File: config.mk
export PLATFORM = sky130hd
export DESIGN_NAME = rpap_cell
export DESIGN_NICKNAME = d
export VERILOG_FILES = /design/src/rtl/core/rpap_pkg.sv /design/src/rtl/core/rpap_cell.sv
export SDC_FILE = /design/constraint.sdc
export NUM_CORES = 1
export LEC_CHECK = 0
export CORE_MARGIN = 2
export CORE_UTILIZATION = 40
export DETAILED_ROUTE_END_ITERATION = 8
export DONT_BUFFER_PORTS = 1
export GPL_TIMING_DRIVEN = 0
export PLACE_DENSITY_LB_ADDON = 0.25
export SLEW_MARGIN = 20
export SYNTH_ARGS = -nofsm -noshare
export SYNTH_HDL_FRONTEND = slang
export SYNTH_SLANG_ARGS = --single-unit
File: constraint.sdc
create_clock -name clk -period 10.8 [get_ports clk]
set_clock_uncertainty 0.05 [all_clocks]
set_input_delay 0.54 -clock clk [delete_from_list [all_inputs] [get_ports clk]]
set_output_delay 0.54 -clock clk [all_outputs]
set_load 0.02 [all_outputs]
File: src/rtl/core/rpap_pkg.sv
// Shared constants and the arctangent table for the pivot rotation pipeline.
package rpap_pkg;

    // Default sizing, handed to the top level parameters
    localparam int COORD_BITS_DEF    = 24;
    localparam int CORDIC_STAGES_DEF = 24;

    // Fixed field and number formats
    localparam int ANGLE_BITS = 18;
    localparam int FRAC_BITS  = 24;
    localparam int ZW         = 33;   // angle accumulator, degrees with 24 fractional bits
    localparam int TW         = 16;   // folded angle, 1/256 degree units

    // Angle units are 1/256 degree
    localparam int FULL_TURN    = 92160;
    localparam int HALF_TURN    = 46080;
    localparam int QUARTER_TURN = 23040;

    // Gain compensation, 1/K scaled by 2^24
    localparam int GAIN_COMP = 10188014;

    // atan(2^-i) in degrees, scaled by 2^24 and rounded
    function automatic logic [31:0] atan_q24(input int idx);
        logic [31:0] val;
        begin
            case (idx)
                0:  val = 32'd754974720;
                1:  val = 32'd445687602;
                2:  val = 32'd235489088;
                3:  val = 32'd119537938;
                4:  val = 32'd60000934;
                5:  val = 32'd30029717;
                6:  val = 32'd15018523;
                7:  val = 32'd7509720;
                8:  val = 32'd3754917;
                9:  val = 32'd1877466;
                10: val = 32'd938734;
                11: val = 32'd469367;
                12: val = 32'd234684;
                13: val = 32'd117342;
                14: val = 32'd58671;
                15: val = 32'd29335;
                16: val = 32'd14668;
                17: val = 32'd7334;
                18: val = 32'd3667;
                19: val = 32'd1833;
                20: val = 32'd917;
                21: val = 32'd458;
                22: val = 32'd229;
                23: val = 32'd115;
                24: val = 32'd57;
                25: val = 32'd29;
                26: val = 32'd14;
                27: val = 32'd7;
                28: val = 32'd4;
                29: val = 32'd2;
                30: val = 32'd1;
                default: val = 32'd0;
            endcase
            return val;
        end
    endfunction

endpackage

File: src/rtl/core/rpap_cell.sv
// One CORDIC rotation step with its own pipeline register and handshake.
module rpap_cell
    import rpap_pkg::*;
#(
    parameter int COORD_BITS = COORD_BITS_DEF,
    parameter int XW         = COORD_BITS_DEF + FRAC_BITS + 4,
    parameter int STAGE      = 0
)
(
    input  logic                         clk,
    input  logic                         rst_n,
    input  logic                         valid_up,
    output logic                         ready_up,
    input  logic signed [XW-1:0]         x_up,
    input  logic signed [XW-1:0]         y_up,
    input  logic signed [ZW-1:0]         z_up,
    input  logic signed [COORD_BITS-1:0] cx_up,
    input  logic signed [COORD_BITS-1:0] cy_up,
    output logic                         valid_dn,
    input  logic                         ready_dn,
    output logic signed [XW-1:0]         x_dn,
    output logic signed [XW-1:0]         y_dn,
    output logic signed [ZW-1:0]         z_dn,
    output logic signed [COORD_BITS-1:0] cx_dn,
    output logic signed [COORD_BITS-1:0] cy_dn
);

    localparam logic signed [ZW-1:0] ATAN_S = ZW'(atan_q24(STAGE));

    logic                         valid_reg, valid_next;
    logic signed [XW-1:0]         x_reg, x_next;
    logic signed [XW-1:0]         y_reg, y_next;
    logic signed [ZW-1:0]         z_reg, z_next;
    logic signed [COORD_BITS-1:0] cx_reg, cy_reg;
    logic signed [XW-1:0]         xs, ys;
    logic                         take;

    assign ready_up = !valid_reg || ready_dn;
    assign take     = valid_up && ready_up;

    // Micro-rotation towards zero residual angle; shifts round to minus infinity
    always_comb
    begin
        xs = x_up >>> STAGE;
        ys = y_up >>> STAGE;
        if (!z_up[ZW-1])
        begin
            x_next = x_up - ys;
            y_next = y_up + xs;
            z_next = z_up - ATAN_S;
        end
        else
        begin
            x_next = x_up + ys;
            y_next = y_up - xs;
            z_next = z_up + ATAN_S;
        end
        valid_next = take ? 1'b1 : (ready_dn ? 1'b0 : valid_reg);
    end

    always_ff @(posedge clk or negedge rst_n)
    begin
        if (!rst_n)
            valid_reg <= 1'b0;
        else
            valid_reg <= valid_next;
    end

    always_ff @(posedge clk)
    begin
        if (take)
        begin
            x_reg  <= x_next;
            y_reg  <= y_next;
            z_reg  <= z_next;
            cx_reg <= cx_up;
            cy_reg <= cy_up;
        end
    end

    assign valid_dn = valid_reg;
    assign x_dn     = x_reg;
    assign y_dn     = y_reg;
    assign z_dn     = z_reg;
    assign cx_dn    = cx_reg;
    assign cy_dn    = cy_reg;

endmodule

; Word level (Yosys, flattened, before mapping)
; Index checks and enable logic that the tools add are counted.
[classes]
n_mux = 5
reduce_logical = 4
addsub = 5
[op_table]
columns = op, count
row1 = $mux 52, 2
row2 = $sub 52x52->52, 2
row3 = $add 52x52->52, 1
row4 = $add 33x31->33 const B, 1
row5 = $mux 33, 1
row6 = $sub 33x31->33 const B, 1
row7 = $mux 1, 2
row8 = $reduce_bool 2->1, 1
row9 = $logic_and 1x1->1, 1
row10 = $logic_not 1->1, 1
row11 = $logic_or 1x1->1, 1
[totals]
ff_bits = 186
in_bits = 189

; Longest topological paths before layout
[depth]
ltp_word = 4
mapped_depth = 14
ltp_nobuf = 13

; Worst setup path before layout
; Ideal clock, no wire load.
[synth_timing]
path_kind = input port to flip-flop
from = input ready_dn
to = register cx_reg[0], in the netlist cx_dn[0] (enable)
setup_slack_ns = 5.146
path_buffers = 0
t_arrival_ns = 5.038
required_time_ns = 10.184
setup_time_ns = 0.566
cell_stages = 2
path_cell_list = nand2b_1 and2_1
[synth_via]
elab_chain_cells = 2
[synth_rtl]
columns = element, line
row1 = "start, declared", rpap_cell.sv:20  ; input logic ready_dn,
row2 = $logic_or 1x1->1, rpap_cell.sv:38  ; assign ready_up = !valid_reg || ready_dn;
row3 = $logic_and 1x1->1, rpap_cell.sv:39  ; assign take = valid_up && ready_up;
row4 = named net take, rpap_cell.sv:36  ; logic take;
row5 = "end signal, assigned", rpap_cell.sv:76  ; cx_reg <= cx_up;
row6 = "end, declared", rpap_cell.sv:34  ; logic signed [COORD_BITS-1:0] cx_reg, cy_reg;
; The timed path passes the listed nets, and every way through them passes these cells.
; A chain may end at the register's enable or synchronous reset.

; Final worst setup path
[layout_timing]
from = input x_up[16]
to = register x_reg[51], in the netlist x_dn[51] (data pin)
[layout_via]
elab_chain_cells = 2
elab_cells_between_ends = 3
cone_classes = add/sub: 2 / mux: 1
[layout_rtl]
columns = element, line
row1 = "start, declared", rpap_cell.sv:14  ; input logic signed [XW-1:0] x_up,
row2 = $sub 52x52->52 / $add 52x52->52 (equally long branches), "rpap_cell.sv:48, rpap_cell.sv:54"
row3 = $mux 52 *, rpap_cell.sv:46  ; if (!z_up[ZW-1])
row4 = named net x_next[51], rpap_cell.sv:31  ; logic signed [XW-1:0] x_reg, x_next;
row5 = "end signal, assigned", rpap_cell.sv:73  ; x_reg <= x_next;
row6 = "end, declared", rpap_cell.sv:31
; The timed path passes the listed nets; every way through them passes the cells marked *.

==> results.md <==
* Outcome: finished clean
* Worst Slack Setup Final at 6.410 ns
* Synth cell types at 83
* Core box area at 38740 µm²
* Top-level port count at 376
* Worst-path cell chain: inv_1, ha_1, clkbuf_1, a21oi_1, o21ai_0, nor3_1, o311a_1, or2_1, o211ai_1, a21oi_1, o21ai_1, and3b_1, a2111oi_2
* Initial antenna violation count at 4
* Final setup violating endpoints at 0
* Register area at 5550 µm²
* WS Path Type: primary input to flip-flop
* Largest net degree at the start of global routing at 59
* Max Freq at 0.2278 GHz
* Drt wl/cell at 26.40 µm
* Endpoints failing hold at 0
* Post-route minimum period at 4.390 ns
* # port buffers at 0
* Die Area at 40940 µm²
* Period Utilization, post-route at 40.65%
* First-pass GRT wire length at 87980 µm
* Row Count at 72
* Final GP Congestion at 0.9744
* Post-DR vias/cell at 5.992
* Post-Syn Area per Cell at 9.002 µm²
* Fill count at 3833
* Buf/Inv on CP at 2
* Gr usage total at 28.99%
* Combined area of the multi-input logic cells at 9224 µm²
* Slew margin rel. at 17.49%
* Worst skew pair latency at 0.47 ns
* Type of the tightest min-delay check: primary input to flip-flop
* Clock slew at reported path FFs at 0.08 ns
* CP max stage delay at 0.55 ns
* Startpoint Class: primary input
* Max H-tree Level at 4
* Initial Util at 40.62%
* TNS Setup at 0 ns
* # clock sinks at 185
* Via count at 13800
* Pre-CTS setup slack at 6.129 ns
* P_leak at 6.802 nW
* DRT antenna net count at 0
* Top cell by count, worst path: a21oi_1
* Iteration-0 DRC Markers at 1267
* Power Dens Cells at 139.4 nW/µm²
* Grt ovf at 0
* Hold WS at 0.1046 ns
* Vias in the first global route at 13440
* Clock Root Buffer: clkbuf_16
* Power Total at 2.383 mW
* Slowest-stage cell, CP: a2111oi_2
* #FFs+latches synth at 185
* Cell family with most CP delay: compound AO/OA/AOI/OAI gates
* DIE WIDTH at 202.3 µm
* CP required at 10.96 ns
* Mapped Nets at 2116
* Nature of the critical path endpoint: flip-flop
* Post-Syn Area at 15740 µm²
* Yosys warns at 0
* CTS tree: yes
* Final cell utilization of the core at 44.13%
* CTS Buffer Depth at 2
* Share of layout cells above drive strength 1 at 4.874%
* Crit path max fanout at 10
* Number of synthesized flops with an enable pin at 184
* Max Cap Violations at 0
* # nets final at 2140
* DP Wirelength at 48950 µm
* Layout area overhead at 8.627%
* Final slew viol count at 0
* N_diodes at 0
* Num CTS Buffers at 17
* Cells after Synth at 1748
* Fraction of registers with async set or reset after synthesis at 0.5405%
* Seq/Total Area, Yosys at 35.27%
* Worst Path Arrival at 4.55 ns
* Die Ht at 202.3 µm
* RSZ-0062 raised after global routing: false
* Drt total wl at 60800 µm
* Main synth FF type: edfxtp_1
* Peak VDD IR at 0.1040 mV
* DRC viols at 0
* Worst Tran Pin Value at 1.238 ns
* DRT Pass-1 Iters at 6
[synth_stat cells, drive strengths merged (18+ instances only)]
cell type  instances  area (µm²)
o21ai            123       615.6
buf               24       123.9
nor3              39       195.2
a211oi            18       135.1
nand4             22       137.6
inv              167       626.9
mux2i             34       340.3
o211ai            21       157.7
ha               175        2190
nor2             131       491.7
nand2             81       304.0
edfxtp           184        5525
nand3             28       140.1
clkbuf            51       191.4
xnor2             94       823.3
nor4              18       112.6
a21oi            231        1156
o21bai            49       371.6
a21o              35       262.8
[state kept, by name, indices dropped and copies added (netlist names)]
| signal | cells |
|---|---|
| z_dn | 33 |
| cy_dn | 24 |
| y_dn | 51 |
| valid_dn | 1 |
| cx_dn | 24 |
| x_dn | 52 |
[path summary, 6_finish.rpt]
kind / start / cells after the start / slack, ns / endpoint
min in group asynchronous: rst_n / 1 / 0.23 / valid_dn
max in group asynchronous: rst_n / 1 / 10.37 / valid_dn
hold / removal: z_up[9] / 0 / 0.10 / z_dn[9]
hold reg to reg: valid_dn / 2 / 0.82 / valid_dn
setup / recovery: x_up[16] / 13 / 6.41 / x_dn[51]
setup reg to reg: valid_dn / 4 / 8.62 / x_dn[44]
[layer usage]
metal | vias to the layer above | routed length (µm) | GRT usage [%]
met2 | 728 | 28670 | 48.59
met1 | 6622 | 25910 | 37.84
met3 | 89 | 4686 | 5.563
met5 | - | 0 | 0
met4 | 0 | 1530 | 8.785
li1 | 6361 | - | -
[what timing repair did]
action / 4_1_cts / 5_1_grt
hold buffers: 1 / 0
hold endpoints to repair: 1 / 0
gates resized for setup: 0 / 0
buffers inserted: 0 / 0
[through the flow]
stage	cells	cell area, µm²
finish	2303	17090
global route	2303	17090
CTS	2303	17090
detailed placement	2270	16480
global placement	2266	16380
floorplan	1748	15740
[report_power, final]
| group | internal (mW) | switching, mW | total (mW) |
|---|---|---|---|
| clock network | 0.334 | 0.324 | 0.658 |
| logic | 0.237 | 0.483 | 0.721 |
| registers | 0.894 | 0.110 | 1.00 |
[logic make-up (layout without fill, tap and decap cells)]
kind of cell,after synthesis,in the layout,share of synthesized area (%)
AO/OA/AOI/OAI,598,598,23.92
XOR/XNOR,102,102,5.677
adder cells (fa/ha/maj),179,179,14.42
buffers and inverters,248,285,6.130
flip-flops,185,185,35.27
multiplexers,36,36,2.306
AND/OR/NAND/NOR,400,400,12.27
[final cells by class]
class / instances / share of cell area (%)
sequential: 185 / 32.47
multi-input combinational: 1315 / 53.96
clock inverter: 14 / 1.003
tap: 518 / 3.792
timing repair buffer: 5 / 0.6075
inverter: 173 / 3.799
buffer: 75 / 1.859
clock buffer: 18 / 2.511
[worst reg2reg max path: stages, from the launching register on]
cell and delay [ns]:
dfrtp_1 0.46, nand2b_1 0.27, and2_4 0.40, buf_16 0.31, buf_16 0.33
[cells in the final DEF (no fill, tap or decap), types with 17 or more instances in the layout]
cell type	count
nand4_1	22
xnor2_1	94
o21ai_0	115
ha_1	175
a21oi_1	231
o31ai_1	17
o211ai_1	21
o21a_1	17
nor2b_1	17
nor4_1	18
edfxtp_1	184
inv_1	165
buf_2	17
mux2i_1	34
clkbuf_16	17
nand3_1	28
a211oi_1	18
a21o_1	35
clkbuf_1	52
nor2_1	131
nand2_1	81
nor3_1	39
o21bai_1	48
(Power assumes the default switching activity.)
