File: src/rtl/core/rpap_pkg.sv
// Shared constants and the arctangent table for the pivot rotation pipeline.
package rpap_pkg;

    // Default sizing, handed to the top level parameters
    localparam int COORD_BITS_DEF    = 24;
    localparam int CORDIC_STAGES_DEF = 24;

    // Fixed field and number formats
    localparam int ANGLE_BITS = 18;
    localparam int FRAC_BITS  = 24;
    localparam int ZW         = 33;   // angle accumulator, degrees with 24 fractional bits
    localparam int TW         = 16;   // folded angle, 1/256 degree units

    // Angle units are 1/256 degree
    localparam int FULL_TURN    = 92160;
    localparam int HALF_TURN    = 46080;
    localparam int QUARTER_TURN = 23040;

    // Gain compensation, 1/K scaled by 2^24
    localparam int GAIN_COMP = 10188014;

    // atan(2^-i) in degrees, scaled by 2^24 and rounded
    function automatic logic [31:0] atan_q24(input int idx);
        logic [31:0] val;
        begin
            case (idx)
                0:  val = 32'd754974720;
                1:  val = 32'd445687602;
                2:  val = 32'd235489088;
                3:  val = 32'd119537938;
                4:  val = 32'd60000934;
                5:  val = 32'd30029717;
                6:  val = 32'd15018523;
                7:  val = 32'd7509720;
                8:  val = 32'd3754917;
                9:  val = 32'd1877466;
                10: val = 32'd938734;
                11: val = 32'd469367;
                12: val = 32'd234684;
                13: val = 32'd117342;
                14: val = 32'd58671;
                15: val = 32'd29335;
                16: val = 32'd14668;
                17: val = 32'd7334;
                18: val = 32'd3667;
                19: val = 32'd1833;
                20: val = 32'd917;
                21: val = 32'd458;
                22: val = 32'd229;
                23: val = 32'd115;
                24: val = 32'd57;
                25: val = 32'd29;
                26: val = 32'd14;
                27: val = 32'd7;
                28: val = 32'd4;
                29: val = 32'd2;
                30: val = 32'd1;
                default: val = 32'd0;
            endcase
            return val;
        end
    endfunction

endpackage

File: src/rtl/core/rpap_prep.sv
// Front end: angle reduction and quadrant fold, then difference vector times gain compensation.
module rpap_prep
    import rpap_pkg::*;
#(
    parameter int COORD_BITS = COORD_BITS_DEF,
    parameter int XW         = COORD_BITS_DEF + FRAC_BITS + 4
)
(
    input  logic                         clk,
    input  logic                         rst_n,
    input  logic                         valid_up,
    output logic                         ready_up,
    input  logic signed [COORD_BITS-1:0] point_x,
    input  logic signed [COORD_BITS-1:0] point_y,
    input  logic signed [COORD_BITS-1:0] pivot_x,
    input  logic signed [COORD_BITS-1:0] pivot_y,
    input  logic signed [ANGLE_BITS-1:0] angle,
    output logic                         valid_dn,
    input  logic                         ready_dn,
    output logic signed [XW-1:0]         x_dn,
    output logic signed [XW-1:0]         y_dn,
    output logic signed [ZW-1:0]         z_dn,
    output logic signed [COORD_BITS-1:0] cx_dn,
    output logic signed [COORD_BITS-1:0] cy_dn
);

    localparam int DW = COORD_BITS + 1;
    localparam int PW = DW + 25;

    localparam logic signed [19:0] FULL_S    = 20'(FULL_TURN);
    localparam logic signed [19:0] HALF_S    = 20'(HALF_TURN);
    localparam logic signed [19:0] QUARTER_S = 20'(QUARTER_TURN);
    localparam logic signed [24:0] GAIN_S    = 25'(GAIN_COMP);

    // Stage A registers
    logic                         a_valid_reg, a_valid_next;
    logic signed [DW-1:0]         dx_reg, dx_next;
    logic signed [DW-1:0]         dy_reg, dy_next;
    logic signed [COORD_BITS-1:0] acx_reg, acx_next;
    logic signed [COORD_BITS-1:0] acy_reg, acy_next;
    logic signed [TW-1:0]         t_reg, t_next;

    // Stage B registers
    logic                         b_valid_reg, b_valid_next;
    logic signed [XW-1:0]         x_reg, x_next;
    logic signed [XW-1:0]         y_reg, y_next;
    logic signed [ZW-1:0]         z_reg, z_next;
    logic signed [COORD_BITS-1:0] bcx_reg, bcx_next;
    logic signed [COORD_BITS-1:0] bcy_reg, bcy_next;

    logic                         a_ready, b_ready;
    logic                         a_take, b_take;
    logic signed [19:0]           n_s, r_s, h_s, f_s;
    logic                         flip;
    logic signed [DW-1:0]         ddx, ddy;
    logic signed [PW-1:0]         px_prod, py_prod;
    logic signed [31:0]           z_wide;

    // Handshake: a stage takes new data when empty or when it hands on
    assign b_ready  = !b_valid_reg || ready_dn;
    assign a_ready  = !a_valid_reg || b_ready;
    assign ready_up = a_ready;
    assign a_take   = valid_up && a_ready;
    assign b_take   = a_valid_reg && b_ready;

    // Stage A: counterclockwise angle modulo one turn, fold into a quarter turn
    always_comb
    begin
        n_s = -20'(angle);
        if (n_s < -FULL_S)
            r_s = n_s + FULL_S + FULL_S;
        else if (n_s < 20'sd0)
            r_s = n_s + FULL_S;
        else if (n_s >= FULL_S)
            r_s = n_s - FULL_S;
        else
            r_s = n_s;

        h_s = (r_s > HALF_S) ? (r_s - FULL_S) : r_s;

        flip = 1'b0;
        f_s  = h_s;
        if (h_s > QUARTER_S)
        begin
            flip = 1'b1;
            f_s  = h_s - HALF_S;
        end
        else if (h_s < -QUARTER_S)
        begin
            flip = 1'b1;
            f_s  = h_s + HALF_S;
        end

        ddx = DW'(point_x) - DW'(pivot_x);
        ddy = DW'(point_y) - DW'(pivot_y);

        // Zero angle: rotate a null vector about the point itself
        if (angle == '0)
        begin
            dx_next  = '0;
            dy_next  = '0;
            acx_next = point_x;
            acy_next = point_y;
            t_next   = '0;
        end
        else
        begin
            dx_next  = flip ? -ddx : ddx;
            dy_next  = flip ? -ddy : ddy;
            acx_next = pivot_x;
            acy_next = pivot_y;
            t_next   = f_s[TW-1:0];
        end
        a_valid_next = a_take ? 1'b1 : (b_take ? 1'b0 : a_valid_reg);
    end

    // Stage B: gain compensation and angle into accumulator format
    always_comb
    begin
        px_prod      = dx_reg * GAIN_S;
        py_prod      = dy_reg * GAIN_S;
        z_wide       = {t_reg, 16'h0000};
        x_next       = XW'(px_prod);
        y_next       = XW'(py_prod);
        z_next       = ZW'(z_wide);
        bcx_next     = acx_reg;
        bcy_next     = acy_reg;
        b_valid_next = b_take ? 1'b1 : (ready_dn ? 1'b0 : b_valid_reg);
    end

    always_ff @(posedge clk or negedge rst_n)
    begin
        if (!rst_n)
        begin
            a_valid_reg <= 1'b0;
            b_valid_reg <= 1'b0;
        end
        else
        begin
            a_valid_reg <= a_valid_next;
            b_valid_reg <= b_valid_next;
        end
    end

    always_ff @(posedge clk)
    begin
        if (a_take)
        begin
            dx_reg  <= dx_next;
            dy_reg  <= dy_next;
            acx_reg <= acx_next;
            acy_reg <= acy_next;
            t_reg   <= t_next;
        end
        if (b_take)
        begin
            x_reg   <= x_next;
            y_reg   <= y_next;
            z_reg   <= z_next;
            bcx_reg <= bcx_next;
            bcy_reg <= bcy_next;
        end
    end

    assign valid_dn = b_valid_reg;
    assign x_dn     = x_reg;
    assign y_dn     = y_reg;
    assign z_dn     = z_reg;
    assign cx_dn    = bcx_reg;
    assign cy_dn    = bcy_reg;

endmodule

File: config.mk
export PLATFORM = sky130hd
export DESIGN_NAME = rpap_prep
export DESIGN_NICKNAME = d
export VERILOG_FILES = /design/src/rtl/core/rpap_pkg.sv /design/src/rtl/core/rpap_prep.sv
export SDC_FILE = /design/constraint.sdc
export NUM_CORES = 2
export LEC_CHECK = 0
export BUFFER_PORTS_ARGS = -buffer_cell sky130_fd_sc_hd__buf_2
export CAP_MARGIN = 10
export CORE_MARGIN = 3
export CORE_UTILIZATION = 45
export DETAILED_ROUTE_END_ITERATION = 10
export SETUP_SLACK_MARGIN = 0.1
export SLEW_MARGIN = 20
export SYNTH_ARGS = -nofsm -noshare
export SYNTH_HDL_FRONTEND = slang
export SYNTH_SLANG_ARGS = --single-unit
File: constraint.sdc
create_clock -name clk -period 23 [get_ports clk]
set_input_delay 2.3 -clock clk [delete_from_list [all_inputs] [get_ports clk]]
set_output_delay 2.3 -clock clk [all_outputs]
set_load 0.01 [all_outputs]
Word-level counts from Yosys, hierarchy flattened
Cells that the tools add are included.

Bits in registers: 278. Bits of input ports: 118. Output and inout port bits: 187. Logic and storage cells: 56.

Add/sub/neg operators: 11. Multipliers: 2. $lt $le $gt $ge: 6. Mux-type cells: 16. Reduce and logical (&&, ||, !) cells: 9.

Operator list (count): multiplier 25 x 24 -> 49 bit, second input constant (2); two-way mux 20 bit (4); two-way mux 25 bit (2); negation 25 bit (2); subtractor 24 x 24 -> 25 bit (2); two-way mux 24 bit (2); adder 20 x 18 -> 20 bit, second input constant (2); subtractor 20 x 18 -> 20 bit, second input constant (2); two-way mux 16 bit (2); >= comparator 20 x 18 -> 1 bit, second input constant (1); > comparator 20 x 16 -> 1 bit, second input constant (1); > comparator 20 x 17 -> 1 bit, second input constant (1); less-than comparator 20 x 1 -> 1 bit, second input constant (1); less-than comparator 20 x 16 -> 1 bit, second input constant (1); less-than comparator 20 x 18 -> 1 bit, second input constant (1); negation 18 -> 20 bit (1); zero test 18 bit (1); adder 16 bit, second input constant (1); subtractor 16 bit, second input constant (1); two-way mux 1 bit (6); nonzero test 2 bit (2); logical AND 1 bit (2); zero test 1 bit (2); logical OR 1 bit (2).

Longest topological paths before layout
Word-level depth: 11. Mapped depth: 31. Mapped depth without buffers: 29.

Worst setup path after synthesis
OpenSTA, ideal clock, no wires.

Path kind: input -> register. Start point: input angle[7]. End point: register dx_reg[10], data pin. Setup time: 0.147 ns. Arrival time: 7.932 ns. Required time: 22.853 ns. Path slack: 14.921 ns. Cell stages on the path: 26. Buffers on the path: 4. Cell sequence: buf_2 -> or4_4 -> o31ai_1 -> and2_1 -> buf_2 -> ha_1 -> clkbuf_1 -> nor2_1 -> mux2_2 -> a32oi_1 -> o221ai_1 -> or3_1 -> o311ai_2 -> nor3_1 -> a211oi_4 -> inv_2 -> ha_1 -> nand2_1 -> and3_1 -> o211ai_1 -> o211a_1 -> o22a_1 -> a21boi_4 -> buf_2 -> or3_1 -> a21oi_1.

Word-level cells in the longest chain between the ends: 11. Elaborated cells on any way between the ends: 19. Those cells by class: add/sub: 5; order compare: 6; mux: 7; reduce/logical: 1.

Ends and longest elaborated chain: start: declaration (RTL line rpap_prep.sv:17) `input logic signed [ANGLE_BITS-1:0] angle,`; parallel branches: the longest is 11 deep, another holds negation 18 -> 20 bit; end signal: assignment (RTL line rpap_prep.sv:149) `dx_reg <= dx_next;`; end: declaration (RTL line rpap_prep.sv:37) `logic signed [DW-1:0] dx_reg, dx_next;`.

Parallel ways; which one is timed is not known. A chain may end at the register's enable or synchronous reset.

Worst setup path after layout
Start point: input angle[7]. End point: register dy_reg[24], data pin.

Word-level cells in the longest chain between the ends: 11. Elaborated cells on any way between the ends: 19. Those cells by class: add/sub: 5; order compare: 6; mux: 7; reduce/logical: 1.

Ends and longest elaborated chain: parallel branches: the longest is 11 deep, another holds negation 18 -> 20 bit; end signal: assignment (RTL line rpap_prep.sv:150) `dy_reg <= dy_next;`; end: declaration (RTL line rpap_prep.sv:38) `logic signed [DW-1:0] dy_reg, dy_next;`.

Parallel ways; which one is timed is not known.

==> reports/qor.yml <==
status: "finished, final reports clean"
grt_use_total_pct: 22.6
slew_headroom_pct: 28.0
fin_skew_ns: 0.0255
ys_top_cells_by_area: "fa_1 32%, edfxtp_1 20%, ha_1 17%"
antenna_left: 0
cts_buffer_depth: 3
critPathRequiredTime_ns: 23.34
synth_cells: 3851
antenna_found_initial: 12
rows: 109
tightestPinTransition_ns: 1.08
fin_util_pct: 50.2
coreArea_mm2: 0.0889
overflow: 0
drc: 0
synth-compound-area-share_pct: 8.76
cpPeakStageDelay_ns: 0.56
syn_to_final_growth_pct: 9.96
io_buffers: 286
synthArstFlopShare_pct: 0.719
synthMuxAreaShare_pct: 0.302
vias: 27400
cap_viol_max_count: 0
fmax_ghz: 0.112
finish.net_count: 5433
synthesis.area_mm2: 0.0406
start_util_pct: 45.7
synthSimpleGateAreaFrac_pct: 8.55
min_path_type: "register to register"
multi_input_area_mm2: 0.0285
register_area_mm2: 0.00834
via_per_inst: 5.15
grt_max_degree: 82
period_share_pct: 39.0
drive_gt1_share_pct: 10.4
cts_resized: 0
synthAdderAreaFrac_pct: 48.7
grt_pass1_wl_um: 164000
clk_latency_ns: 0.62
slew_viol_final: 0
setup_tns_ns: 0
crit_slowest_cell: "buf_4"
wl_per_cell_um: 19.3
post-synth-top-area-cell: "fa_1"
rsz0062_at_grt: "false"
die_w_um: 306
ys_warn_count: 0
start_kind: "input port"
min_period_ns: 8.96
root_buffer: "clkbuf_16"
drtIter0Drc: 1768
path_max_fanout: 73
drt_wl_total_um: 103000
synthFlopType: "edfxtp_1"
critPathKind: "input port to register"
dieArea_mm2: 0.0939
synth_edf_count: 276
cts-hold-fix-buffers: 0
cts_max_level: 2
fp.dieH_um: 306
dp_hpwl_um: 85400
ys_ff_latch: 278
cts_tree: "yes"
finalHoldViolations: 0
dr.pass1.iters: 5
synth_top_area_share_pct: 32.1
synth_top_family_by_area: "adder cells"
min_from: "acy_reg[9]"
clk_pin_slew_worst_paths_ns: 0.06
grt_pass1_vias: 28600
finalSetupViolCount: 0
n_fill_cell: 8317
post_cts_buffers: 0
gp_congestion: 0.927
startpoint: "angle[7]"
num_io_pins: 305
worstPathArrival_ns: 9.30
yosysSeqAreaShare_pct: 20.5
cp-end-kind: "register"
cts_buffers: 37
synth_cell_types: 99
avgSynthCellArea_um2: 10.5
clock-sinks: 278
reg2reg_from: "dy_reg[14]"
synth-xor-area-share_pct: 3.70
## through the flow
stage                     instance area [um2]  setup WS [ns]  cells  hold WS (ns)
after floorplan                         40700          14.92   3868         0.400
after global placement                  43200          13.55   5250         0.400
after detailed placement                43200          13.58   5250         0.405
after CTS                               44600          14.22   5317         0.414
after global routing                    44600          13.43   5318         0.418
final                                   44600          14.04   5324         0.410
## Yosys cell counts (9+ instances only)
cell      count
nand2_1     151
fa_1        650
and3_1       20
buf_4        25
xnor2_1     120
o21ai_1      27
nor4_1       13
a21o_1       58
or2_2        43
inv_1       902
ha_1        541
buf_2        14
nor2_1      121
a211oi_1     16
edfxtp_1    276
clkbuf_1     31
nor3_1       55
a21boi_0      9
nor2b_1      28
o21ai_0     118
o31ai_1      11
o31a_1       11
or4_1        11
or3_1        52
nand3_1      55
and2_1       13
a31oi_1      15
xor2_1       49
nand4_1      12
nand2b_1     37
o21bai_1     10
o211ai_1     20
mux2i_1      10
o21a_1       20
a21oi_1     161
## path summary, 6_finish.rpt
kind	to	depth (start not counted)	slack [ns]
min in group asynchronous	valid_dn	1	1.46
max in group asynchronous	a_valid_reg	1	21.45
worst min-delay path	cy_dn[9]	0	0.41
worst max-delay path	dy_reg[24]	26	14.04
worst min register to register	cy_dn[9]	0	0.41
worst max register to register	y_dn[48]	25	14.28
## critical path: cells and delay by family
| family | cells | cell delay, ns |
|---|---|---|
| AOI/OAI and AO/OA | 12 | 3.06 |
| buffers and inverters | 4 | 1.02 |
| and+or+nand+nor | 8 | 2.50 |
| adders and majority gates | 2 | 0.37 |
## layout by cell type (no fill, tap or decap), types with 58 or more instances in the layout
master	n
ha_1	541
o21ai_0	118
a21o_1	58
xnor2_1	120
edfxtp_1	276
nand2_1	151
buf_2	286
fa_1	650
a21oi_1	161
nor2_1	121
inv_1	902
## metal layers
layer  GRT usage [%]  share of wire [%]  vias to the layer above
met5               0              0.053                        -
met4            5.52                2.6                        8
met3            4.77                6.7                      116
met2            34.6                 44                      704
met1            32.9                 47                    13500
li1                -                  -                    13100
## final cells by class
cell class,count,area share [%]
diodes,7,0.0392
repair buffers,296,3.37
clock inverters,25,1.00
flip-flops and latches,278,18.7
well taps,1165,3.27
clock buffers,42,2.12
multi-input cells,2606,63.9
inverters,905,7.61
## logic make-up (layout without fill, tap and decap cells)
kind of cell / count (synthesis) / in the layout
flops: 278 / 278
mux: 12 / 12
fa+ha+maj: 1191 / 1191
xor+xnor: 170 / 170
compound gates: 554 / 554
buf+inv: 984 / 1268
other cells: 1 / 25
simple gates: 661 / 661
Power is not shown: default switching activity piles up to over one toggle a cycle in this logic, so the estimate is an artifact.
