===== config.mk =====
export PLATFORM = sky130hd
export DESIGN_NAME = rpap_out
export DESIGN_NICKNAME = d
export VERILOG_FILES = /design/src/rtl/core/rpap_pkg.sv /design/src/rtl/core/rpap_out.sv
export SDC_FILE = /design/constraint.sdc
export NUM_CORES = 1
export LEC_CHECK = 0
export ABC_AREA = 1
export ABC_CLOCK_PERIOD_IN_PS = 4000
export CORE_MARGIN = 3
export CORE_UTILIZATION = 23
export CTS_BUF_LIST = sky130_fd_sc_hd__clkbuf_8
export DETAILED_ROUTE_END_ITERATION = 6
export DONT_BUFFER_PORTS = 1
export SYNTH_ARGS = -nofsm -noshare
export SYNTH_HDL_FRONTEND = slang
export SYNTH_SLANG_ARGS = --single-unit

===== constraint.sdc =====
create_clock -name clk -period 4 [get_ports clk]
set_clock_uncertainty 0.15 [all_clocks]
set_input_delay 0.8 -clock clk [delete_from_list [all_inputs] [get_ports clk]]
set_output_delay 0.8 -clock clk [all_outputs]
set_load 0.02 [all_outputs]

===== src/rtl/core/rpap_pkg.sv =====
// Shared constants and the arctangent table for the pivot rotation pipeline.
package rpap_pkg;

    // Default sizing, handed to the top level parameters
    localparam int COORD_BITS_DEF    = 24;
    localparam int CORDIC_STAGES_DEF = 24;

    // Fixed field and number formats
    localparam int ANGLE_BITS = 18;
    localparam int FRAC_BITS  = 24;
    localparam int ZW         = 33;   // angle accumulator, degrees with 24 fractional bits
    localparam int TW         = 16;   // folded angle, 1/256 degree units

    // Angle units are 1/256 degree
    localparam int FULL_TURN    = 92160;
    localparam int HALF_TURN    = 46080;
    localparam int QUARTER_TURN = 23040;

    // Gain compensation, 1/K scaled by 2^24
    localparam int GAIN_COMP = 10188014;

    // atan(2^-i) in degrees, scaled by 2^24 and rounded
    function automatic logic [31:0] atan_q24(input int idx);
        logic [31:0] val;
        begin
            case (idx)
                0:  val = 32'd754974720;
                1:  val = 32'd445687602;
                2:  val = 32'd235489088;
                3:  val = 32'd119537938;
                4:  val = 32'd60000934;
                5:  val = 32'd30029717;
                6:  val = 32'd15018523;
                7:  val = 32'd7509720;
                8:  val = 32'd3754917;
                9:  val = 32'd1877466;
                10: val = 32'd938734;
                11: val = 32'd469367;
                12: val = 32'd234684;
                13: val = 32'd117342;
                14: val = 32'd58671;
                15: val = 32'd29335;
                16: val = 32'd14668;
                17: val = 32'd7334;
                18: val = 32'd3667;
                19: val = 32'd1833;
                20: val = 32'd917;
                21: val = 32'd458;
                22: val = 32'd229;
                23: val = 32'd115;
                24: val = 32'd57;
                25: val = 32'd29;
                26: val = 32'd14;
                27: val = 32'd7;
                28: val = 32'd4;
                29: val = 32'd2;
                30: val = 32'd1;
                default: val = 32'd0;
            endcase
            return val;
        end
    endfunction

endpackage


===== src/rtl/core/rpap_out.sv =====
// Back end: truncate toward zero, add the pivot back, saturate, hold the result.
module rpap_out
    import rpap_pkg::*;
#(
    parameter int COORD_BITS = COORD_BITS_DEF,
    parameter int XW         = COORD_BITS_DEF + FRAC_BITS + 4
)
(
    input  logic                         clk,
    input  logic                         rst_n,
    input  logic                         valid_up,
    output logic                         ready_up,
    input  logic signed [XW-1:0]         x_up,
    input  logic signed [XW-1:0]         y_up,
    input  logic signed [COORD_BITS-1:0] cx_up,
    input  logic signed [COORD_BITS-1:0] cy_up,
    output logic                         valid_dn,
    input  logic                         ready_dn,
    output logic signed [COORD_BITS-1:0] out_x,
    output logic signed [COORD_BITS-1:0] out_y,
    output logic                         saturated
);

    localparam int IW = XW - FRAC_BITS;
    localparam int SW = IW + 1;
    localparam logic signed [SW-1:0] HI_S = SW'((64'sd1 <<< (COORD_BITS - 1)) - 64'sd1);
    localparam logic signed [SW-1:0] LO_S = -HI_S - SW'(1);

    logic                         valid_reg, valid_next;
    logic signed [COORD_BITS-1:0] ox_reg, ox_next;
    logic signed [COORD_BITS-1:0] oy_reg, oy_next;
    logic                         sat_reg, sat_next;
    logic signed [XW-1:0]         ax, ay;
    logic signed [IW-1:0]         tx, ty;
    logic signed [SW-1:0]         sx, sy;
    logic                         take;

    assign ready_up = !valid_reg || ready_dn;
    assign take     = valid_up && ready_up;

    always_comb
    begin
        // Truncation toward zero works on the magnitude
        ax = x_up[XW-1] ? -x_up : x_up;
        ay = y_up[XW-1] ? -y_up : y_up;
        tx = x_up[XW-1] ? -ax[XW-1:FRAC_BITS] : ax[XW-1:FRAC_BITS];
        ty = y_up[XW-1] ? -ay[XW-1:FRAC_BITS] : ay[XW-1:FRAC_BITS];

        sx = SW'(tx) + SW'(cx_up);
        sy = SW'(ty) + SW'(cy_up);

        // Clamp each coordinate to range
        sat_next = 1'b0;
        if (sx > HI_S)
        begin
            ox_next  = HI_S[COORD_BITS-1:0];
            sat_next = 1'b1;
        end
        else if (sx < LO_S)
        begin
            ox_next  = LO_S[COORD_BITS-1:0];
            sat_next = 1'b1;
        end
        else
            ox_next = sx[COORD_BITS-1:0];

        if (sy > HI_S)
        begin
            oy_next  = HI_S[COORD_BITS-1:0];
            sat_next = 1'b1;
        end
        else if (sy < LO_S)
        begin
            oy_next  = LO_S[COORD_BITS-1:0];
            sat_next = 1'b1;
        end
        else
            oy_next = sy[COORD_BITS-1:0];

        valid_next = take ? 1'b1 : (ready_dn ? 1'b0 : valid_reg);
    end

    always_ff @(posedge clk or negedge rst_n)
    begin
        if (!rst_n)
            valid_reg <= 1'b0;
        else
            valid_reg <= valid_next;
    end

    always_ff @(posedge clk)
    begin
        if (take)
        begin
            ox_reg  <= ox_next;
            oy_reg  <= oy_next;
            sat_reg <= sat_next;
        end
    end

    assign valid_dn  = valid_reg;
    assign out_x     = ox_reg;
    assign out_y     = oy_reg;
    assign saturated = sat_reg;

endmodule


# --- Word level (Yosys, flattened, before mapping) ---
# Index checks and enable logic that the tools add are counted.
classes:
  n_addsub: 6
  magnitude_cmp: 4
  muxes: 9
  reduce_logical: 5
op_table:
  columns: ["cell", "n"]
  rows:
  - ["2-to-1 mux 52 bit", 2]
  - ["negator 52 bit", 2]
  - ["adder 28 x 24 -> 29 bit", 2]
  - ["greater-than comparator 29 x 24 -> 1 bit (second input constant)", 2]
  - ["< comparator 29 x 24 -> 1 bit (second input constant)", 2]
  - ["2-to-1 mux 28 bit", 2]
  - ["negator 28 bit", 2]
  - ["2-to-1 mux 24 bit", 2]
  - ["2-to-1 mux 1 bit", 3]
  - ["OR reduction 3 bit", 1]
  - ["nonzero test 2 bit", 1]
  - ["logical AND 1 bit", 1]
  - ["logical NOT 1 bit", 1]
  - ["logical OR 1 bit", 1]
totals:
  regBits: 50
  inputBits: 156
  out_inout_bits: 51
  wordCells: 28

# --- Longest topological paths before layout ---
# Gate-level depths: netlist of the first run.
depth:
  word_depth: 7
  depth_mapped: 33
  mapped_depth_nobuf: 32

# --- Worst setup path before layout of the first run ---
# Ideal clock, no wire load.
synth_path:
  path_type: "input to register"
  from: "in y_up[6]"
  to: "reg sat_reg (netlist: saturated), data pin"
  setup_ps: 269
  arrival_ps: 4078
  required_time_ps: 3581
  path_slack_ps: -497
  stages: 30
  n_path_buf: 1
  path_cell_list: "nor2_1 nand2_1 nor2_1 nand3_1 nand2_2 xor2_1 inv_1 ha_1 nand3_1 nor2_1 nand2_1 nor2_4 nand2_1 nand2_4 nand3_1 nand2_1 nand2_1 ha_1 a21o_1 o21bai_1 a21o_1 a21oi_1 nand2_1 nand2_1 nand2_1 nor2_1 nand3_1 nand2_4 buf_4 nand4_1"
synth_via:
  elab_chain_len: 7
  word_cells_on_any_way: 8
  classes_between: "3 x add/sub; 2 x order compare; 2 x mux; 1 x reduce/logical"
synth_lines:
  columns: ["item", "line_no", "rtl"]
  rows:
  - ["start: declaration", "rpap_out.sv:14", "input logic signed [XW-1:0] y_up,"]
  - ["negator 52 bit (*)", "rpap_out.sv:45", "ay = y_up[XW-1] ? -y_up : y_up;"]
  - ["2-to-1 mux 52 bit (*)", "rpap_out.sv:45", null]
  - ["negator 28 bit", "rpap_out.sv:47", "ty = y_up[XW-1] ? -ay[XW-1:FRAC_BITS] : ay[XW-1:FRAC_BITS];"]
  - ["2-to-1 mux 28 bit (*)", "rpap_out.sv:47", null]
  - ["adder 28 x 24 -> 29 bit (*)", "rpap_out.sv:50", "sy = SW'(ty) + SW'(cy_up);"]
  - ["greater-than comparator 29 x 24 -> 1 bit / < comparator 29 x 24 -> 1 bit (equally long branches)", "rpap_out.sv:67, rpap_out.sv:72", null]
  - ["OR reduction 3 bit (no line) (*)", null, null]
  - ["end signal: assignment", "rpap_out.sv:97", "sat_reg <= sat_next;"]
  - ["end: declaration", "rpap_out.sv:32", "logic sat_reg, sat_next;"]
# Every way passes the cells marked *; elsewhere a longest branch is shown, timed or not.
# A chain may end at the register's enable or synchronous reset.

# --- Worst setup path in the final report of the first run ---
layout_path:
  from: "in x_up[16]"
  to: "reg ox_reg[10] (netlist: out_x[10]), data pin"
layout_via:
  elab_chain_len: 7
  word_cells_on_any_way: 8
  classes_between: "3 x add/sub; 2 x order compare; 3 x mux"
layout_lines:
  columns: ["item", "line_no", "rtl"]
  rows:
  - ["start: declaration", "rpap_out.sv:13", "input logic signed [XW-1:0] x_up,"]
  - ["negator 52 bit (*)", "rpap_out.sv:44", "ax = x_up[XW-1] ? -x_up : x_up;"]
  - ["2-to-1 mux 52 bit (*)", "rpap_out.sv:44", null]
  - ["negator 28 bit", "rpap_out.sv:46", "tx = x_up[XW-1] ? -ax[XW-1:FRAC_BITS] : ax[XW-1:FRAC_BITS];"]
  - ["2-to-1 mux 28 bit (*)", "rpap_out.sv:46", null]
  - ["adder 28 x 24 -> 29 bit (*)", "rpap_out.sv:49", "sx = SW'(tx) + SW'(cx_up);"]
  - ["< comparator 29 x 24 -> 1 bit", "rpap_out.sv:59", "else if (sx < LO_S)"]
  - ["2-to-1 mux 24 bit", "rpap_out.sv:59", null]
  - ["end signal: assignment", "rpap_out.sv:95", "ox_reg <= ox_next;"]
  - ["end: declaration", "rpap_out.sv:30", "logic signed [COORD_BITS-1:0] ox_reg, ox_next;"]
# Marks and branches as above.

==> results.sh, run 1 <==
export IMPL_rows=74
export IMPL_clk_latency_ns=0.30
export IMPL_slew_headroom=0.502
export IMPL_syn_area_per_cell_um2=5.63
export IMPL_yosysWarnings=0
export IMPL_diodes=0
export IMPL_clock_path_buffers=2
export IMPL_nFillCells=4286
export IMPL_die_w_um=212
export IMPL_io_pins=207
export IMPL_h_tree_depth=2
export IMPL_viasPerCell=4.66
export IMPL_power_density_nw_per_um2=261
export IMPL_synth_edff_count=49
export IMPL_syn_nets=1959
export IMPL_critPathMaxStageDelay_ns=0.27
export IMPL_hold_viol=0
export IMPL_synth_area_top_cells="nand2_1 24%, edfxtp_1 15%, nor2_1 10%"
export IMPL_grt_pass1_vias=12700
export IMPL_drt_total_wl_um=41800
export IMPL_hold_class="input port to register"
export IMPL_setup_viol=49
export IMPL_final_common_cell="nand2_1"
export IMPL_routedWlPerCell_um=15.3
export IMPL_period_share=1.11
export IMPL_slew_violations=0
export IMPL_yosysTopAreaCell="nand2_1"
export IMPL_critPathMostFrequentCell="nand2_2"
export IMPL_status="finished, violations left"
export IMPL_antenna_found_initial=9
export IMPL_grt_pass1_wl_um=64500
export IMPL_critPathSlowestCell="ha_4"
export IMPL_ys_ff_latch=50
export IMPL_hold_slack_ns=0.497
export IMPL_post_dp_hpwl_um=33200
export IMPL_yosysSeqAreaShare=0.153
export IMPL_dieArea_um2=45100
export IMPL_synthArstFlopShare=0.0200
export IMPL_cp_max_fo=5
export IMPL_ys_types=46
export IMPL_place_ws_ns=-0.949
export IMPL_drc=0
export IMPL_rsz0062_at_grt="true"
export IMPL_start_util=0.236
export IMPL_fin_nets=2428
export IMPL_cp_required_ns=4.04
export IMPL_clock_sinks=50
export IMPL_period_minus_slack_ns=4.45
export IMPL_final_cell_mix="464 x nand2_1, 449 x buf_4, 177 x inv_1"
export IMPL_synth_top_cell_area_share=0.236
export IMPL_overflow=0
export IMPL_violations="setup timing"
export IMPL_synth_flop_cell="edfxtp_1"
export IMPL_clk_pin_slew_ns=0.09
export IMPL_worst_pin_slew_ns=0.745
export IMPL_io_buffer_count=0
export IMPL_grt_max_degree=71
export IMPL_antenna_left=0
export IMPL_gp_congestion=1.01
export IMPL_cts_tree="yes"
export IMPL_worstSetupStartpointType="input port"
export IMPL_synthesis_area_um2=9790
export IMPL_cts_root_buffer="clkbuf_8"
export IMPL_peakVddDrop_mv=0.215
export IMPL_cp_arrival_ns=4.49
export IMPL_fin_util=0.400
export IMPL_coreArea_um2=41500
export IMPL_initialDrtViolationCount=688
export IMPL_netlist_instances=1739
export IMPL_fin_ws_ns=-0.450
export IMPL_cp_end_kind="register"
export IMPL_area_delta_synth_final_pct=69.5
export IMPL_worst_setup_path_type="input port to register"
export IMPL_layout_drive_gt1_share=0.457
export IMPL_p_leak_uw=0.00775
export IMPL_max_freq_ghz=0.225
export IMPL_drt_pass1_iterations=5
export IMPL_vias=12800
export IMPL_cts_buffers=5
export IMPL_track_usage=0.178
export IMPL_cap_violations=0
export IMPL_die_y_um=212
[worst paths after layout]
path / from / to / slack (ns) / cells after the start
worst min register to register: valid_dn$_DFFE_PN0P_ / valid_dn$_DFFE_PN0P_ / 0.71 / 2
worst max register to register: valid_dn$_DFFE_PN0P_ / out_x[9]$_SDFFCE_PN1P_ / 2.02 / 2
max in group asynchronous: rst_n / valid_dn$_DFFE_PN0P_ / 3.06 / 1
min in group asynchronous: rst_n / valid_dn$_DFFE_PN0P_ / 0.54 / 1
worst min-delay path: valid_up / valid_dn$_DFFE_PN0P_ / 0.50 / 2
worst max-delay path: x_up[16] / out_x[10]$_SDFFCE_PN1P_ / -0.45 / 31
[power by group]
part	internal, uW	switching, uW
clock	181	160
sequential	709	148
combinational	1510	1630
total	2400	1940
[timing repair]
action / CTS / global route
gates resized for setup: 362 / 206
endpoints found under the hold margin: 0 / 1
buffers inserted: 70 / 32
setup endpoints to repair: 49 / 49
cloned: 10 / 1
pin swaps: 121 / 157
hold buffers: 0 / 1
[registers in the layout (all words and copies together), names as in the netlist]
register and count:
valid_dn 1, out_y 24, saturated 1, out_x 24
[per-stage QoR]
stage	instances	area [um2]	power [uW]	TNS, ns
after floorplan	1739	9990	2130	-11.52
after global placement	2625	13400	3080	-41.59
after detailed placement	2625	13400	3100	-43.05
after CTS	2710	15600	4080	-16.59
after global routing	2740	16600	4650	-30.58
final	2740	16600	4340	-18.73
[layer usage]
metal	GRT usage	vias up	routed length (um)
li1	-	6498	-
met1	0.214	5834	17400
met2	0.308	320	19900
met3	0.0491	99	2910
met4	0.0551	16	1470
met5	0	-	138
[area by class of cell]
type,instances,area [um2],share of cell area
clock buffers,5,68.8,0.00415
clock inverters,2,33.8,0.00204
inverters,202,766,0.0461
multi-input cells,1468,9710,0.585
flip-flops and latches,50,1500,0.0902
well taps,532,666,0.0401
repair buffers,481,3850,0.232
[worst max-delay path, delay by kind of cell]
family          cells  cell delay, ns
buf+inv             5            0.63
compound gates      5            0.79
fa+ha+maj           1            0.27
xor+xnor            1            0.22
simple gates       19            1.74
[synthesized netlist by cell type, types with 3 or more instances]
library cell  instances
nor2_4                8
o21ai_2               5
edfxtp_1             49
o211ai_1              3
o21bai_1              7
a21o_1                9
buf_4                 3
a21oi_1              76
inv_2                 8
nor3_1               18
o21ai_1               7
nand2_1             617
buf_6                 5
xor2_1               45
or2_2                 7
a31oi_1               6
ha_1                 62
nand2_2              25
nand3_2               3
nand4_1              27
buf_1                 3
clkbuf_1              3
o21ai_0              28
xnor2_1              25
nor2_2               33
nand3_1             147
buf_2                 9
nand3b_1             19
inv_1               193
a21boi_0              5
nor2_1              263
[kinds of logic (layout without fill, tap and decap cells)]
logic type,count (synthesis),after routing,synth area share
XOR/XNOR,72,72,0.0659
AO/OA/AOI/OAI,149,149,0.0878
adder cells (fa/ha/maj),64,64,0.0833
flip-flops,50,50,0.153
AND/OR/NAND/NOR,1179,1183,0.518
buffers and inverters,225,690,0.0924
Power figures use the tool's default switching activity.
==> inputs of run 2 (changes only) <==
- TNS_END_PERCENT: not set -> 10
==> results.sh, run 2 (same netlist as run 1, synthesis figures left out) <==
export IMPL_worst_pin_slew_ns=0.620
export IMPL_power_uw=3870
export IMPL_antenna_found_initial=3
export IMPL_final_common_cell="nand2_1"
export IMPL_die_w_um=212
export IMPL_hold_depth=2
export IMPL_final_cell_mix="503 x nand2_1, 411 x buf_4, 179 x inv_1"
export IMPL_slew_violations=0
export IMPL_post_dp_hpwl_um=32700
export IMPL_hold_class="input port to register"
export IMPL_peakVddDrop_mv=0.153
export IMPL_track_usage=0.168
export IMPL_cts_tree="yes"
export IMPL_io_pins=207
export IMPL_hold_viol=0
export IMPL_reg2reg_to="out_y[11]$_SDFFCE_PN1P_"
export IMPL_die_y_um=212
export IMPL_fin_nets=2370
export IMPL_cap_violations=0
export IMPL_critPathMaxStageDelay_ns=0.32
export IMPL_period_share=1.12
export IMPL_status="finished, violations left"
export IMPL_cts_buffers=5
export IMPL_hold_slack_ns=0.484
export IMPL_clk_pin_slew_ns=0.10
export IMPL_hold_path_endpoint="valid_dn$_DFFE_PN0P_"
export IMPL_clock_path_buffers=2
export IMPL_clock_sinks=50
export IMPL_slew_headroom=0.587
export IMPL_cp_max_fo=6
export IMPL_gp_congestion=0.976
export IMPL_layout_drive_gt1_share=0.415
export IMPL_io_buffer_count=0
export IMPL_drc=0
export IMPL_setup_viol=49
export IMPL_worstSetupStartpointType="input port"
export IMPL_fin_ws_ns=-0.500
export IMPL_worstSetupStartpoint="x_up[13]"
export IMPL_routedWlPerCell_um=14.8
export IMPL_period_minus_slack_ns=4.50
export IMPL_initialDrtViolationCount=683
export IMPL_clk_latency_ns=0.31
export IMPL_antenna_left=0
export IMPL_cp_arrival_ns=4.43
export IMPL_worst_setup_path_type="input port to register"
export IMPL_power_density_nw_per_um2=249
export IMPL_h_tree_depth=2
export IMPL_area_delta_synth_final_pct=58.7
export IMPL_dieArea_um2=45100
export IMPL_post_dp_cell_area_um2=13300
export IMPL_cp_end_kind="register"
export IMPL_rows=74
export IMPL_fin_util=0.375
export IMPL_cp_required_ns=3.93
export IMPL_vias=12400
export IMPL_postLayoutCellArea_um2=15500
export IMPL_grt_pass1_vias=12000
export IMPL_drt_total_wl_um=39700
export IMPL_grt_pass1_wl_um=60800
export IMPL_r2r_start="valid_dn$_DFFE_PN0P_"
export IMPL_p_leak_uw=0.00725
export IMPL_place_ws_ns=-1.16
export IMPL_rr_worst_depth=2
export IMPL_start_util=0.236
export IMPL_drt_pass1_iterations=5
export IMPL_cts_root_buffer="clkbuf_8"
export IMPL_overflow=0
export IMPL_rsz0062_at_grt="true"
export IMPL_coreArea_um2=41500
export IMPL_grt_max_degree=71
export IMPL_max_freq_ghz=0.222
export IMPL_violations="setup timing"
export IMPL_viasPerCell=4.62
export IMPL_worstHoldStart="valid_up"
export IMPL_critPathSlowestCell="ha_4"
export IMPL_ff2ff_setup_slack_ns=2.28
## run 2: changes by cell type in the layout (fill, tap and decap cells not counted), sizes merged
| cell | delta |
|---|---|
| inv | +1 |
| diode | +4 |
| nand2 | -3 |
| clkbuf | +1 |
| bufinv | -1 |
| buf | -56 |
| clkinvlp | +1 |
## run 2: worst max-delay path by stage
stage	end	cells after the start	slack, ns
global placement	out_x[22]$_SDFFCE_PN1P_	31	-1.25
global route	out_x[10]$_SDFFCE_PN1P_	29	-0.68
finish	out_x[17]$_SDFFCE_PN1P_	31	-0.50
floorplan	saturated$_SDFFCE_PP1P_	28	-0.30
CTS	out_x[5]$_SDFFCE_PN1P_	31	-0.34
detailed placement	out_x[15]$_SDFFCE_PN1P_	30	-1.16
## run 2: metrics by stage
stage / instances / TNS, ns
after detailed placement: 2615 / -48.98
after CTS: 2660 / -14.38
after floorplan: 1739 / -12.66
final: 2687 / -18.50
after global routing: 2684 / -30.33
after global placement: 2615 / -51.22
## run 2: layer usage
layer	up-vias	part of all wire	track usage
met5	-	0	0
met3	56	0.065	0.0345
met2	346	0.48	0.290
met4	0	0.025	0.0408
li1	6389	-	-
met1	5635	0.43	0.214
## run 2: report_power, final
| part | switching [uW] | internal [uW] | leakage, uW |
|---|---|---|---|
| clock network | 202 | 130 | 0.0000503 |
| logic | 1420 | 1260 | 0.00674 |
| registers | 138 | 708 | 0.000459 |
## run 2: timing repair
action                     4_1_cts  5_1_grt
setup buffers                   35       21
hold buffers                     0        1
pin swaps                      103      119
setup endpoints to repair       49       49
resized for setup              230      223
gates cloned                     2        2
hold endpoints to repair         0        1
## run 2: worst max-delay path, delay by kind of cell
kind | cells | cell delay (ns)
AO/OA/AOI/OAI | 1 | 0.17
adder cells (fa/ha/maj) | 1 | 0.32
buffers and inverters | 6 | 0.81
AND/OR/NAND/NOR | 23 | 2.31
## run 2: cell type report
cell class,count,area [um2]
well taps,532,666
fillers,4429,25900
clock buffers,5,68.8
flip-flops and latches,50,1500
repair buffers,426,3320
clock inverters,3,28.8
diodes,4,10.0
inverters,202,762
multi-input cells,1465,9190
